`src/sv/fat12_cluster_chain_walker_macros.svh`:
```
// Assertion macros used by the top level of the cluster chain walker.
`ifndef FAT12_CLUSTER_CHAIN_WALKER_MACROS_SVH
`define FAT12_CLUSTER_CHAIN_WALKER_MACROS_SVH

// Same-cycle implication, checked on every rising clock edge outside reset.
`define F12CCW_ASSERT_NOW(label, ante, cons, msg) \
  label: assert property (@(posedge clk_i) disable iff (!rst_ni) (ante) |-> (cons)) \
    else $error(msg);

// Next-cycle implication, checked on every rising clock edge outside reset.
`define F12CCW_ASSERT_NEXT(label, ante, cons, msg) \
  label: assert property (@(posedge clk_i) disable iff (!rst_ni) (ante) |=> (cons)) \
    else $error(msg);

`endif

```
`src/sv/f12ccw_pkg.sv`:
```
// Types and constants shared by the cluster chain walker modules.
`timescale 1ns / 1ps

package f12ccw_pkg;

  // Allocation table storage, split into an even-byte bank and an odd-byte bank.
  localparam int TABLE_BYTES = 8192;
  localparam int TABLE_AW    = $clog2(TABLE_BYTES);
  localparam int BANK_AW     = TABLE_AW - 1;
  localparam int BANK_DEPTH  = TABLE_BYTES / 2;

  // Field widths.
  localparam int OP_W       = 2;
  localparam int TBL_ADDR_W = 13;
  localparam int BYTE_W     = 8;
  localparam int CLUSTER_W  = 12;
  localparam int LBA_W      = 32;
  localparam int SPC_W      = 8;
  localparam int CFG_IDX_W  = 1;
  localparam int PROD_W     = LBA_W + SPC_W;

  // Byte offsets into the table, with headroom for the range compare.
  localparam int OFF_W = TBL_ADDR_W + 1;
  localparam logic [OFF_W-1:0] TABLE_END = OFF_W'(TABLE_BYTES);

  localparam logic [CLUSTER_W-1:0] END_MARK   = 12'hFF8;
  localparam int                   ODD_SHIFT  = 4;
  localparam logic [LBA_W-1:0]     FIRST_DATA = 32'd2;

  localparam logic [LBA_W-1:0] DATA_START_RESET = 32'd33;
  localparam logic [SPC_W-1:0] SPC_RESET        = 8'd1;

  // Configuration register indexes.
  localparam logic [CFG_IDX_W-1:0] CFG_DATA_START = 1'b0;
  localparam logic [CFG_IDX_W-1:0] CFG_SECTORS    = 1'b1;

  typedef enum logic [OP_W-1:0] {
    OP_LOAD    = 2'd0,
    OP_START   = 2'd1,
    OP_ADVANCE = 2'd2
  } op_e;

  // Commands from the controller to the datapath.
  typedef struct packed {
    logic wr_en;      // write the table byte of the accepted load
    logic rd_en;      // read both bytes of the current cluster's entry
    logic set_start;  // take the start cluster
    logic decode_en;  // decode the table word into the next cluster
    logic mult_en;    // register the sector offset product
    logic sum_en;     // register the result beat
    logic blank;      // the result beat is all zero
  } cmd_t;

endpackage

```
`src/sv/f12ccw_ctrl.sv`:
```
// Controller state machine of the cluster chain walker.
`timescale 1ns / 1ps

module f12ccw_ctrl (
  input  logic                        clk_i,
  input  logic                        rst_ni,
  input  logic                        start,
  input  logic [f12ccw_pkg::OP_W-1:0] operation_i,
  output logic                        busy,
  output logic                        strobe_o,
  output f12ccw_pkg::cmd_t            cmd_o
);

  typedef enum logic [3:0] {
    S_IDLE   = 4'b0001,
    S_DECODE = 4'b0010,
    S_MULT   = 4'b0100,
    S_SUM    = 4'b1000
  } state_e;

  state_e state_q, state_d;
  logic   blank_q, blank_d;
  logic   strobe_q, strobe_d;
  logic   accept;

  assign accept = start && (state_q == S_IDLE);

  always_comb begin
    state_d  = state_q;
    blank_d  = blank_q;
    strobe_d = 1'b0;
    unique case (state_q)
      S_IDLE: begin
        if (start) begin
          unique case (f12ccw_pkg::op_e'(operation_i))
            f12ccw_pkg::OP_START: begin
              state_d = S_MULT;
              blank_d = 1'b0;
            end
            f12ccw_pkg::OP_ADVANCE: begin
              state_d = S_DECODE;
              blank_d = 1'b0;
            end
            default: begin
              state_d = S_SUM;
              blank_d = 1'b1;
            end
          endcase
        end
      end
      S_DECODE: state_d = S_MULT;
      S_MULT:   state_d = S_SUM;
      S_SUM: begin
        state_d  = S_IDLE;
        strobe_d = 1'b1;
      end
      default: state_d = S_IDLE;
    endcase
  end

  always_ff @(posedge clk_i or negedge rst_ni) begin
    if (!rst_ni) begin
      state_q  <= S_IDLE;
      blank_q  <= 1'b0;
      strobe_q <= 1'b0;
    end else begin
      state_q  <= state_d;
      blank_q  <= blank_d;
      strobe_q <= strobe_d;
    end
  end

  always_comb begin
    cmd_o.wr_en     = accept && (operation_i == f12ccw_pkg::OP_LOAD);
    cmd_o.rd_en     = accept && (operation_i == f12ccw_pkg::OP_ADVANCE);
    cmd_o.set_start = accept && (operation_i == f12ccw_pkg::OP_START);
    cmd_o.decode_en = (state_q == S_DECODE);
    cmd_o.mult_en   = (state_q == S_MULT);
    cmd_o.sum_en    = (state_q == S_SUM);
    cmd_o.blank     = blank_q;
  end

  assign busy     = (state_q != S_IDLE);
  assign strobe_o = strobe_q;

endmodule

```
`config.mk`:
```
export PLATFORM = sky130hd
export DESIGN_NAME = f12ccw_ctrl
export DESIGN_NICKNAME = d
export VERILOG_FILES = /design/src/sv/fat12_cluster_chain_walker_macros.svh /design/src/sv/f12ccw_pkg.sv /design/src/sv/f12ccw_ctrl.sv
export SDC_FILE = /design/constraint.sdc
export NUM_CORES = 1
export LEC_CHECK = 0
export CORE_AREA = 2 2 39 41
export CTS_CLUSTER_SIZE = 20
export DETAILED_ROUTE_END_ITERATION = 7
export DIE_AREA = 0 0 41 43
export DONT_BUFFER_PORTS = 1
export HOLD_SLACK_MARGIN = 0.08
export PLACE_DENSITY = 0.52
export RECOVER_POWER = 100
export SYNTH_ARGS = -nofsm -noshare
export SYNTH_HDL_FRONTEND = slang
export SYNTH_SLANG_ARGS = --single-unit
```
`constraint.sdc`:
```
create_clock -name clk_i -period 3.3 [get_ports clk_i]
set_input_delay 0.165 -clock clk_i [delete_from_list [all_inputs] [get_ports clk_i]]
set_output_delay 0.165 -clock clk_i [all_outputs]
set_load 0.02 [all_outputs]
```
---- Yosys cells after proc, flatten, opt, wreduce, memory -nomap -nowiden ----
Cells that the tools add are included.
W data, S select, Z words.
word-level totals
  flip-flop bits (word level) ............. 6
  word-level logic and storage cells ...... 23
operators by class
  reductions and logical operators ........ 7
  multiplexer cells ....................... 5
  equality and inequality tests ........... 8
operator list
  operator              count
  $pmux W4 S3           1
  $pmux W4 S2           1
  $eq A4 B1 Y1 const B  1
  $eq A4 B2 Y1 const B  1
  $eq A4 B3 Y1 const B  1
  $eq A4 B4 Y1 const B  1
  $logic_and A1 B1 Y1   4
  $mux W4               1
  $ne A4 B1 Y1 const B  1
  $eq A2 B1 Y1 const B  1
  $eq A2 B2 Y1 const B  1
  $logic_not A2 Y1      1
  $mux W1               2
  $ne A2 B2 Y1 const B  1
  $reduce_and A2 Y1     1
  $reduce_or A2 Y1      1

---- Depth between registers and ports, before layout ----
  depth after elaboration ................. 4
  gate-level depth with buffers ........... 5
  mapped depth without buffers ............ 5

---- Worst setup path after synthesis ----
OpenSTA, ideal clock, no wires.
  path kind ............................... register -> register
  start point ............................. register state_q[0]
  end point ............................... register blank_q
  setup slack ............................. 1882 ps
  cell stages (with the launch flop) ...... 4
  buffers on the path ..................... 0
  arrival time ............................ 1293 ps
  clock period less this slack ............ 1418 ps
  path through ............................ dfstp_2 > nor4b_4 > nand2_1 > mux2_4
on the way
  word-level cells in the longest chain between the ends .. 2
ends and longest elaborated chain
  what                                line               text
  from (decl)                         f12ccw_ctrl.sv:21  state_e state_q, state_d;
  from (signal assigned)              f12ccw_ctrl.sv:67  state_q <= state_d;
  $eq A4 B1 Y1                        f12ccw_ctrl.sv:32  unique case (state_q)
  $reduce_and A2 Y1 (no source line)  --
  to (signal assigned)                f12ccw_ctrl.sv:68  blank_q <= blank_d;
  to (decl)                           f12ccw_ctrl.sv:22  logic blank_q, blank_d;
Every way passes these cells.
A chain may end at the register's enable or synchronous reset.

==> metrics.txt <==
status complete, no violations; Hold Crit Class in -> reg; Syn Inst Count 34; CP endpoint kind flip-flop; # port buffers 0; sequential fraction of the synthesis area 39.3%; Skew-Pair Late Insertion Delay 0.24 ns; Pleak 0.000217 uW; synthesis-stage register bit count 6; Post CTS Setup Buffer Count 0; total grt overflow 0; kind of critical path reg -> reg; R2R cell count 3; Worst-Margin Slew 1.32 ns; # fillers 152; RSZ-0062 raised after global routing no; Cell Pwr Density 821 mW/mm2; DP Area 390 um2; crit share post-route 60.6%; Mapped Area 385 um2; Max-slew headroom 11.0%; H-Tree Depth 1; Starting Density 27.8%; Synth Warn # 0; setup tns final 0 ns; PnR worst setup slack 1.30 ns; Tmin final 2.00 ns; Worst Path Required 3.46 ns; CTS clk-pin slew, worst paths 0.05 ns; Die X 41 um; Max Slew Vio Count 0; Core Footprint 0.00138 mm2; Final Wtd Congestion 0.685; Worst setup SP type flip-flop; Avg Vias per Cell 4.83; CTS tree built; post_cts resized 0; ANT nets after route 0; worst-case clock buffer depth 2; drt first pass iters 2; via count 261; Setup-failing EPs final 0; Iter 0 DRT Violations 4; cts hold-fix bufs 2; Ant. Diodes 0; first-pass GRT wire length 1.15 mm; worst clock skew 0.0104 ns; Worst VDD drop 0.197 mV; Worst Hold Depth 2; TritonCTS buffer count 3; synthesized area per cell 11.3 um2; die height 43 um; Synth cell types 16; post-route cell area 420 um2; Detailed Route WL 710 um; Final HPWL DP 527 um; Std-Cell Rows 14; layout cells sized above 1 10.5%; Root Buffer clkbuf_4; Die ar. 0.00176 mm2; Final Hold Vio Count 0; initial antenna violation count 0; largest net degree at the start of global routing 11; Final nets 49; Max Cap Viol 0; worst-path fanout max 4; post-layout util 30.4%; Fmax 0.500 GHz; Syn Nets 44; CP arrival 2.16 ns; clk sink count 6; Setup WS pre-CTS 1.72 ns; IO Pins 14; wire length per cell 13.1 um; most frequent cells in the layout 5 x ha_1, 5 x dfrtp_1, 4 x inv_1, 4 x and3_1; GR Util All Layers 9.76%; drc violations 0; Area growth, synth to finish 9.09%; Tot Pwr 345 uW; vias in the first global route 293
[critical path, cell delays in order (launching register included)]
cell and delay, ns:
dfrtp_1 0.42, nor4b_1 1.11, nor3_1 0.13, or2_1 0.26
[synthesized netlist by cell type]
library cell | n | share of area, %
dfrtp_1 | 5 | 32
ha_1 | 5 | 16
and3_1 | 4 | 6.5
inv_1 | 4 | 3.9
a21oi_1 | 2 | 2.6
buf_4 | 2 | 3.9
nor2_1 | 2 | 1.9
nor4b_2 | 2 | 7.8
dfstp_2 | 1 | 6.8
mux2_4 | 1 | 3.9
nand2_1 | 1 | 0.97
nor2b_1 | 1 | 1.6
nor3_1 | 1 | 1.3
nor4b_1 | 1 | 2.3
nor4b_4 | 1 | 6.2
or2_1 | 1 | 1.6
[flip-flops by register name, indices dropped and copies added, names as in the netlist]
name / count
state_q: 4
blank_q: 1
strobe_o: 1
[layer usage]
layer,GRT usage [%],vias to the layer above,wire (um)
li1,-,123,-
met1,10.4,121,281
met2,13.8,15,334
met3,3.14,2,80
met4,10.0,0,13
met5,0,-,0
[kinds of logic after synthesis]
group	after synthesis	synth area share [%]
adder cells (fa/ha/maj)	5	16.2
buffers and inverters	6	7.79
flip-flops	6	39.3
multiplexers	1	3.89
AND/OR/NAND/NOR	14	30.2
AO/OA/AOI/OAI	2	2.60
[per-stage QoR]
step	hold WS, ns	instances
after floorplan	-0.131	34
after global placement	-0.130	48
after detailed placement	-0.130	48
after CTS	0.0824	54
after global routing	0.131	54
final	0.0900	54
[power by group]
part	leakage, uW	internal (uW)	switching (uW)	total [uW]
combinational	0.000126	50.7	77.3	128
clock	0.0000150	45.8	26.0	71.8
sequential	0.0000757	103	42.1	145
[cell type report]
type	instances	area [um2]	share of cell area [%]
inverters	4	15.0	3.57
clock buffers	4	26.3	6.25
flip-flops and latches	6	151	36.0
repair buffers	2	20.0	4.76
multi-input cells	22	188	44.6
well taps	16	20.0	4.76
[path summary, 6_finish.rpt]
check / startpoint / to / slack [ns]
max: state_q[2]$_DFFE_PN0P_ / state_q[0]$_DFFE_PN1P_ / 1.30
min: start / state_q[2]$_DFFE_PN0P_ / 0.09
max reg2reg: state_q[2]$_DFFE_PN0P_ / state_q[0]$_DFFE_PN1P_ / 1.30
min reg2reg: state_q[1]$_DFFE_PN0P_ / strobe_o$_DFF_PN0_ / 0.65
max in group asynchronous: rst_ni / state_q[0]$_DFFE_PN1P_ / 2.79
min in group asynchronous: rst_ni / strobe_o$_DFF_PN0_ / 0.23
(Power assumes the default switching activity.)
